### src/design/dws_pkg.sv
// Package for the deflate wrapper stripper: mode codes, gzip flag bits,
// trailer store sizing and the parser-to-datapath action struct.
// No dependencies.
`default_nettype none
package dws_pkg;

  localparam int TRAILER_MAX = 8;
  localparam int AW          = $clog2(TRAILER_MAX);
  localparam int CW          = $clog2(TRAILER_MAX + 1);

  localparam logic [1:0] MODE_RAW  = 2'd0;
  localparam logic [1:0] MODE_ZLIB = 2'd1;
  localparam logic [1:0] MODE_GZIP = 2'd2;

  localparam logic [CW-1:0] ZLIB_TRAILER = CW'(4);
  localparam logic [CW-1:0] GZIP_TRAILER = CW'(TRAILER_MAX);
  localparam logic [3:0]    ZLIB_HEAD    = 4'd2;
  localparam logic [3:0]    GZIP_HEAD    = 4'd10;
  localparam logic [3:0]    FLG_POS      = 4'd3;
  localparam logic [3:0]    HCRC_LEN     = 4'd2;

  localparam int FLG_HCRC    = 1;
  localparam int FLG_EXTRA   = 2;
  localparam int FLG_NAME    = 3;
  localparam int FLG_COMMENT = 4;

  typedef struct packed {
    logic          res_valid;
    logic          from_mem;
    logic [7:0]    byte_val;
    logic          last;
    logic          error;
    logic          wr_en;
    logic [AW-1:0] wr_addr;
    logic          rd_en;
    logic [AW-1:0] rd_addr;
  } dws_act_t;

endpackage
`default_nettype wire

### src/design/dws_trailer_ram.sv
// Trailer delay store: one write port, one read port with registered data.
// Generic RAM, no package dependency.
`default_nettype none
module dws_trailer_ram #(
  parameter int DEPTH = 8,
  parameter int WIDTH = 8
) (
  input  wire logic                     clk,
  input  wire logic                     wr_en,
  input  wire logic [$clog2(DEPTH)-1:0] wr_addr,
  input  wire logic [WIDTH-1:0]         wr_data,
  input  wire logic                     rd_en,
  input  wire logic [$clog2(DEPTH)-1:0] rd_addr,
  output logic      [WIDTH-1:0]         rd_data
);

  logic [WIDTH-1:0] mem [DEPTH];

  always_ff @(posedge clk) begin
    if (wr_en) begin
      mem[wr_addr] <= wr_data;
    end
  end

  always_ff @(posedge clk) begin
    if (rd_en) begin
      rd_data <= mem[rd_addr];
    end
  end

endmodule
`default_nettype wire

### src/design/dws_parser.sv
// Wrapper parser: header state machine, mode register and trailer store
// pointers. Depends on dws_pkg; drives one action per accepted item.
`default_nettype none
module dws_parser (
  input  wire logic              clk,
  input  wire logic              rst_n,
  input  wire logic              cfg_we,
  input  wire logic [1:0]        cfg_wdata,
  input  wire logic              in_acc,
  input  wire logic [7:0]        in_byte,
  input  wire logic              in_last,
  output dws_pkg::dws_act_t      act
);
  import dws_pkg::*;

  typedef enum logic [2:0] {
    PH_FIXED, PH_XLEN, PH_XDATA, PH_NAME, PH_COMMENT, PH_HCRC, PH_BODY
  } phase_t;

  logic [1:0]    mode_r;
  phase_t        phase_r, phase_nxt;
  logic [3:0]    hcnt_r, hcnt_nxt;
  logic [4:0]    flags_r, flags_nxt;
  logic [15:0]   xlen_r, xlen_nxt;
  logic [CW-1:0] fill_r, fill_nxt;
  logic [AW-1:0] ptr_r, ptr_nxt;
  logic [CW-1:0] tlen;
  logic          body;
  logic          emit_direct;
  logic          emit_mem;

  function automatic phase_t next_phase(input phase_t from, input logic [4:0] flg);
    phase_t p;
    if (from < PH_XLEN && flg[FLG_EXTRA]) p = PH_XLEN;
    else if (from < PH_NAME && flg[FLG_NAME]) p = PH_NAME;
    else if (from < PH_COMMENT && flg[FLG_COMMENT]) p = PH_COMMENT;
    else if (from < PH_HCRC && flg[FLG_HCRC]) p = PH_HCRC;
    else p = PH_BODY;
    return p;
  endfunction

  always_comb begin
    unique case (mode_r)
      MODE_ZLIB: tlen = ZLIB_TRAILER;
      MODE_GZIP: tlen = GZIP_TRAILER;
      default:   tlen = '0;
    endcase
  end

  always_comb begin
    phase_nxt = phase_r;
    hcnt_nxt  = hcnt_r;
    flags_nxt = flags_r;
    xlen_nxt  = xlen_r;
    body      = 1'b0;
    unique case (phase_r)
      PH_FIXED: begin
        if (mode_r == MODE_ZLIB) begin
          hcnt_nxt = hcnt_r + 4'd1;
          if (hcnt_nxt >= ZLIB_HEAD) begin
            phase_nxt = PH_BODY;
            hcnt_nxt  = '0;
          end
        end else if (mode_r == MODE_GZIP) begin
          if (hcnt_r == FLG_POS) flags_nxt = in_byte[4:0];
          hcnt_nxt = hcnt_r + 4'd1;
          if (hcnt_nxt >= GZIP_HEAD) begin
            phase_nxt = next_phase(PH_FIXED, flags_r);
            hcnt_nxt  = '0;
          end
        end else begin
          phase_nxt = PH_BODY;
          hcnt_nxt  = '0;
          body      = 1'b1;
        end
      end
      PH_XLEN: begin
        if (hcnt_r == 4'd0) begin
          xlen_nxt = {8'd0, in_byte};
          hcnt_nxt = 4'd1;
        end else begin
          xlen_nxt  = {in_byte, xlen_r[7:0]};
          hcnt_nxt  = '0;
          phase_nxt = (xlen_nxt == 16'd0) ? next_phase(PH_XDATA, flags_r) : PH_XDATA;
        end
      end
      PH_XDATA: begin
        if (xlen_r != 16'd0) xlen_nxt = xlen_r - 16'd1;
        if (xlen_nxt == 16'd0) begin
          phase_nxt = next_phase(PH_XDATA, flags_r);
          hcnt_nxt  = '0;
        end
      end
      PH_NAME, PH_COMMENT: begin
        if (in_byte == 8'd0) begin
          phase_nxt = next_phase(phase_r, flags_r);
          hcnt_nxt  = '0;
        end
      end
      PH_HCRC: begin
        hcnt_nxt = hcnt_r + 4'd1;
        if (hcnt_nxt >= HCRC_LEN) begin
          phase_nxt = PH_BODY;
          hcnt_nxt  = '0;
        end
      end
      default: begin
        body = 1'b1;
      end
    endcase
  end

  always_comb begin
    fill_nxt    = fill_r;
    ptr_nxt     = ptr_r;
    emit_direct = 1'b0;
    emit_mem    = 1'b0;
    act.wr_en   = 1'b0;
    if (body) begin
      if (tlen == '0) begin
        emit_direct = 1'b1;
      end else begin
        act.wr_en = 1'b1;
        ptr_nxt   = ptr_r + AW'(1);
        if (fill_r < tlen) fill_nxt = fill_r + CW'(1);
        else emit_mem = 1'b1;
      end
    end
    act.wr_addr   = ptr_r;
    act.rd_en     = in_acc && emit_mem;
    act.rd_addr   = ptr_r - tlen[AW-1:0];
    act.from_mem  = emit_mem;
    act.byte_val  = in_byte;
    act.res_valid = emit_direct || emit_mem || in_last;
    act.last      = in_last;
    act.error     = in_last && !(emit_direct || emit_mem);
    act.wr_en     = act.wr_en && in_acc;
  end

  always_ff @(posedge clk) begin
    if (!rst_n) begin
      mode_r  <= MODE_GZIP;
      phase_r <= PH_FIXED;
      hcnt_r  <= '0;
      flags_r <= '0;
      xlen_r  <= '0;
      fill_r  <= '0;
      ptr_r   <= '0;
    end else if (cfg_we) begin
      mode_r  <= cfg_wdata;
      phase_r <= PH_FIXED;
      hcnt_r  <= '0;
      flags_r <= '0;
      xlen_r  <= '0;
      fill_r  <= '0;
      ptr_r   <= '0;
    end else if (in_acc) begin
      if (in_last) begin
        phase_r <= PH_FIXED;
        hcnt_r  <= '0;
        flags_r <= '0;
        xlen_r  <= '0;
        fill_r  <= '0;
        ptr_r   <= '0;
      end else begin
        phase_r <= phase_nxt;
        hcnt_r  <= hcnt_nxt;
        flags_r <= flags_nxt;
        xlen_r  <= xlen_nxt;
        fill_r  <= fill_nxt;
        ptr_r   <= ptr_nxt;
      end
    end
  end

endmodule
`default_nettype wire

### src/design/deflate_wrapper_stripper_top.sv
// Top level of the deflate wrapper stripper: parser, trailer store RAM,
// read stage and output register. Depends on dws_pkg, dws_parser, dws_trailer_ram.
//
// Usage:
//   in_*  : one wrapped stream byte per item, in_tlast on the final byte.
//   out_* : raw deflate body bytes; tuser flags valid byte and error,
//           tlast closes the stream. Header and trailer bytes give no item;
//           the final input byte always gives exactly one item.
//   cfg_* : cfg_we writes wrapper_mode (0 raw, 1 zlib, 2 gzip, 3 raw) and
//           restarts the parser; write only while the block is idle.
// Throughput: one byte per cycle while out_tready keeps the output moving, set by
//   the parser updating once per byte and the one read plus one write per cycle
//   on the trailer store. Path: a result accepted on in_* passes the store read
//   stage, then the output register, before it is offered on out_*; a stall
//   can hold it in either.
// Reset: mode returns to gzip, parser to the start of a stream, pipeline
//   empties. The store holds no reset value; only written entries are read.
// Stall: when out_tready is low the output register holds its item, the
//   read stage still fills, and then in_tready drops until space frees.
`default_nettype none
module deflate_wrapper_stripper_top (
  input  wire logic       clk,
  input  wire logic       rst_n,
  input  wire logic       cfg_we,
  input  wire logic [1:0] cfg_wdata,     // wrapper_mode
  input  wire logic       in_tvalid,
  output logic            in_tready,
  input  wire logic [7:0] in_tdata,      // [7:0] in_byte
  input  wire logic       in_tlast,
  output logic            out_tvalid,
  input  wire logic       out_tready,
  output logic      [7:0] out_tdata,     // [7:0] out_byte
  output logic      [1:0] out_tuser,     // [0] out_valid, [1] out_error
  output logic            out_tlast
);
  import dws_pkg::*;

  dws_act_t   act;
  logic       in_acc;
  logic [7:0] rd_data;
  logic       s1_valid_r;
  logic       s1_from_mem_r;
  logic [7:0] s1_byte_r;
  logic       s1_last_r;
  logic       s1_err_r;
  logic       s1_move;
  logic [7:0] s1_out_byte;
  logic       s2_valid_r;
  logic [7:0] s2_byte_r;
  logic [1:0] s2_user_r;
  logic       s2_last_r;

  assign s1_move   = s1_valid_r && (!s2_valid_r || out_tready);
  assign in_tready = !s1_valid_r || s1_move;
  assign in_acc    = in_tvalid && in_tready;

  dws_parser u_parser (
    .clk       (clk),
    .rst_n     (rst_n),
    .cfg_we    (cfg_we),
    .cfg_wdata (cfg_wdata),
    .in_acc    (in_acc),
    .in_byte   (in_tdata),
    .in_last   (in_tlast),
    .act       (act)
  );

  dws_trailer_ram #(
    .DEPTH (TRAILER_MAX),
    .WIDTH (8)
  ) u_ram (
    .clk     (clk),
    .wr_en   (act.wr_en),
    .wr_addr (act.wr_addr),
    .wr_data (in_tdata),
    .rd_en   (act.rd_en),
    .rd_addr (act.rd_addr),
    .rd_data (rd_data)
  );

  assign s1_out_byte = s1_err_r ? 8'd0 : (s1_from_mem_r ? rd_data : s1_byte_r);

  always_ff @(posedge clk) begin
    if (!rst_n) begin
      s1_valid_r <= 1'b0;
    end else if (in_acc) begin
      s1_valid_r <= act.res_valid;
    end else if (s1_move) begin
      s1_valid_r <= 1'b0;
    end
  end

  always_ff @(posedge clk) begin
    if (in_acc) begin
      s1_from_mem_r <= act.from_mem;
      s1_byte_r     <= act.byte_val;
      s1_last_r     <= act.last;
      s1_err_r      <= act.error;
    end
  end

  always_ff @(posedge clk) begin
    if (!rst_n) begin
      s2_valid_r <= 1'b0;
    end else if (s1_move) begin
      s2_valid_r <= 1'b1;
    end else if (out_tready) begin
      s2_valid_r <= 1'b0;
    end
  end

  always_ff @(posedge clk) begin
    if (s1_move) begin
      s2_byte_r <= s1_out_byte;
      s2_user_r <= {s1_err_r, !s1_err_r};
      s2_last_r <= s1_last_r;
    end
  end

  assign out_tvalid = s2_valid_r;
  assign out_tdata  = s2_byte_r;
  assign out_tuser  = s2_user_r;
  assign out_tlast  = s2_last_r;

endmodule
`default_nettype wire

### config.mk
export PLATFORM = sky130hd
export DESIGN_NAME = deflate_wrapper_stripper_top
export DESIGN_NICKNAME = d
export VERILOG_FILES = /design/src/design/dws_pkg.sv /design/src/design/dws_trailer_ram.sv /design/src/design/dws_parser.sv /design/src/design/deflate_wrapper_stripper_top.sv
export SDC_FILE = /design/constraint.sdc
export NUM_CORES = 1
export LEC_CHECK = 0
export ABC_AREA = 0
export BUFFER_PORTS_ARGS = -buffer_cell sky130_fd_sc_hd__buf_2
export CAP_MARGIN = 20
export CORE_MARGIN = 2
export CORE_UTILIZATION = 61
export DETAILED_ROUTE_END_ITERATION = 8
export HOLD_SLACK_MARGIN = 0.05
export PLACE_DENSITY = 0.79
export SLEW_MARGIN = 20
export SYNTH_ARGS = -nofsm -noshare
export SYNTH_HDL_FRONTEND = slang
export SYNTH_SLANG_ARGS = --single-unit
### constraint.sdc
create_clock -name clk -period 3.6 [get_ports clk]
set_input_delay 0.54 -clock clk [delete_from_list [all_inputs] [get_ports clk]]
set_output_delay 0.54 -clock clk [all_outputs]
set_load 0.01 [all_outputs]
==> flow_summary_export.csv <==
group,metric,value,unit
run_status,status,"finished, final reports clean",
synthesis,synth_ff_type,"edfxtp_1",
setup_path,crit_path_end_kind,"flop",
setup_path,critPathLaunchType,"flop",
setup_path,cpPeakStageDelay,0.40,ns
route,ant_nets,0,
setup_path,r2r_start,"u_parser.xlen_r[0]",
floorplanning,initial_core_util,61.8,%
power_and_ir_drop,leakagePower,2.64,nW
worst_hold_path,hold_depth,3,
synthesis,ys_warn_count,0,
cts,root_buffer,"clkbuf_8",
synthesis,async_flop_share,0,%
setup_path,path_depth,9,
cts,cts_buffer_depth,2,
floorplanning,coreArea,10200,sq um
cts,cts_sinks,132,
placed_design,dpl.hpwl,9.95,mm
cts,cts_tree,"yes",
power_and_ir_drop,internal_power,2.94,mW
setup_path,reg2reg_depth,9,
cts,cts_buffers,17,
synthesis,postSynthAreaPerCell,11.7,sq um
cts,postCtsSetupBuffers,0,
sta,clock_skew,0.00659,ns
cells_and_area,num_antenna_cells,0,
cts,cts.clk_slew.worst_paths,0.06,ns
grt,grt_pass1_vias,4414,
cells_and_area,syn_to_final_growth,15.6,%
cells_and_area,seqCellArea,3580,sq um
sta,finalMaxSlewViolations,0,
synthesis,synth.distinct_cells,57,
grt,grt_pass1_wl,24.4,mm
sta,max-slew-margin-rel,27.5,%
cells_and_area,multi_input_area,2580,sq um
route,via_count,4623,
sta,tightestPinTransition,1.09,ns
power_and_ir_drop,power_frac_comb,6.6,%
sta,rsz0062_at_grt,"no",
synthesis,synth_edf_count,94,
worst_hold_path,hold_class,"in -> reg",
sta,hold-worst-slack,0.233,ns
setup_path,path_cells,"inv_1 -> ha_1 -> nor4b_2 -> nand4_1 -> mux2i_1 -> and4bb_1 -> and2_1 -> a21oi_2 -> mux2i_1",
flow_run,max_cap_violations,0,
synthesis,synth_most_common_cell,"edfxtp_1",
synthesis,syn_nets,564,
power_and_ir_drop,powerDensity,521,nW/um^2
setup_path,cp_common_cell,"mux2i_1",
sta,max_clock_freq,367,MHz
synthesis,netlist_top_cells_count,"edfxtp_1, nor2_1, nand2_1",
route,drc,0,
synthesis,ys_seq_area_share,56.9,%
route,vias_per_cell,6.39,
power_and_ir_drop,vdd_drop_max,0.400,mV
synthesis,synthDominantCellAreaShare,44.8,%
floorplanning,io_pins,29,
grt,overflow,0,
setup_path,critPathKind,"reg -> reg",
cells_and_area,fill_cells,681,
sta,post-route-min-period,2.72,ns
route,drt-total-wl,15.7,mm
route,drtPass1Iterations,5,
setup_path,path_buf_inv,1,
power_and_ir_drop,switching_share,22.5,%
floorplanning,dieArea,11100,sq um
cts,worst_skew_pair.late_latency,0.53,ns
setup_path,cp_max_fo,7,
floorplanning,die_h,106,um
setup_path,crit_start,"u_parser.xlen_r[0]",
cts,post_cts_resized,0,
setup_path,critPathCapture,"u_parser.hcnt_r[0]",
synthesis,ys_ff_latch,132,
synthesis,syn_inst,538,
setup_path,rrSetupSlack,0.88,ns
cts,cts-hold-fix-buffers,0,
setup_path,worstPathArrival,3.18,ns
setup_path,required,4.06,ns
placed_design,port_buffers,28,
sta,setup_tns,0,ns
setup_path,r2r-end,"u_parser.hcnt_r[0]",
power_and_ir_drop,p_clk_share,49.4,%
cells_and_area,drive_above_1_share,18.4,%
floorplanning,die_w,106,um
floorplanning,fp-row-count,37,
sta,finalSetupViolCount,0,
synthesis,synth.top_cells.by_area,"edfxtp_1, dfxtp_1, mux4_2, nor2_1, nand2_1",
setup_path,crit_slowest_cell,"nand4_1",
grt,grt_max_degree,25,
route,wire_per_inst,21.7,um
power_and_ir_drop,seqPwrFrac,44.0,%
power_and_ir_drop,p_switching,0.855,mW
synthesis,synth_top_cell_by_area,"edfxtp_1",
cells_and_area,layout.nets,600,
cts,cts_max_level,4,
placed_design,gp_congestion,0.987,
route,drtIter0Drc,500,
setup_path,crit_family,"simple AND/OR/NAND/NOR gates",
grt,antenna_found_initial,0,
sta,finalHoldViolCount,0,
synthesis,netlist_area,6290,sq um
sta,period_share,75.6,%
grt,grt_usage,29.8,%
==> per-layer routing <==
metal | track usage [%] | vias to the layer above | routed length [um]
li1 | - | 2106 | -
met1 | 38.2 | 2266 | 6310
met2 | 49.8 | 228 | 8070
met3 | 6.18 | 23 | 1060
met4 | 11.7 | 0 | 247
met5 | 0 | - | 0
==> worst register-to-register path, delay by kind of cell (launching register included) <==
kind | cells | cell delay [ns]
AND/OR/NAND/NOR | 4 | 1.21
flip-flops | 1 | 0.36
buffers and inverters | 1 | 0.11
adder cells (fa/ha/maj) | 1 | 0.19
multiplexers | 2 | 0.52
AO/OA/AOI/OAI | 1 | 0.26
==> state kept, by name, indices dropped and copies added (netlist names) <==
register          flops
u_parser.xlen_r      16
out_tlast             1
out_tvalid            1
s1_err_r              1
u_parser.ptr_r        3
u_parser.fill_r       4
s1_valid_r            1
u_parser.flags_r      4
u_parser.mode_r       2
u_ram.rd_data         8
out_tuser             2
s1_byte_r             8
out_tdata             8
u_parser.phase_r      3
s1_from_mem_r         1
s1_last_r             1
u_ram.mem            64
u_parser.hcnt_r       4
==> layout by cell type, fill, tap and decap left out, drive strengths merged, types with 17 or more instances in the layout <==
cell type  count
nand2         44
a22oi         18
inv           17
nor3          18
o21ai         20
nand3         17
buf           40
nor2          72
edfxtp        94
dfxtp         38
clkbuf        22
==> cell families after synthesis <==
family	after synthesis	share of synthesized area, %
flops	132	56.9
xor+xnor	15	2.09
fa+ha+maj	10	1.99
buf+inv	37	2.25
mux	40	9.70
simple gates	215	17.5
compound gates	89	9.54
==> area by class of cell <==
| type | count | share of cell area [%] |
|---|---|---|
| clock buffers | 22 | 7.41 |
| flip-flops and latches | 132 | 49.3 |
| well taps | 136 | 2.34 |
| multi-input cells | 369 | 35.4 |
| inverters | 14 | 0.722 |
| clock inverters | 10 | 1.70 |
| repair buffers | 40 | 3.16 |
==> power groups by stage <==
stage	logic, mW	clock network [mW]	registers, mW
floorplan	0.172	0	1.69
finish	0.251	1.88	1.67
detailed placement	0.245	0	1.70
CTS	0.248	1.88	1.67
global placement	0.241	0	1.70
global route	0.274	1.94	1.67
==> worst min-delay path by stage <==
| stage | end | startpoint |
|---|---|---|
| detailed placement | out_tlast | s1_last_r |
| finish | u_parser.mode_r[1] | cfg_wdata[1] |
| global route | u_parser.mode_r[0] | cfg_wdata[0] |
| CTS | u_parser.mode_r[1] | cfg_wdata[1] |
| global placement | out_tlast | s1_last_r |
| floorplan | out_tlast | s1_last_r |
==> metrics by stage <==
| stage | instances | instance area, sq um | power (mW) | util (%) | setup WS (ns) |
|---|---|---|---|---|---|
| global placement | 691 | 6610 | 1.94 | 64.9 | 0.911 |
| CTS | 723 | 7280 | 3.80 | 71.4 | 0.917 |
| detailed placement | 691 | 6610 | 1.94 | 64.9 | 0.892 |
| floorplan | 538 | 6290 | 1.86 | - | 0.479 |
| finish | 723 | 7280 | 3.79 | 71.4 | 0.878 |
| global route | 723 | 7280 | 3.89 | 71.4 | 0.716 |
Power figures use the tool's default switching activity.
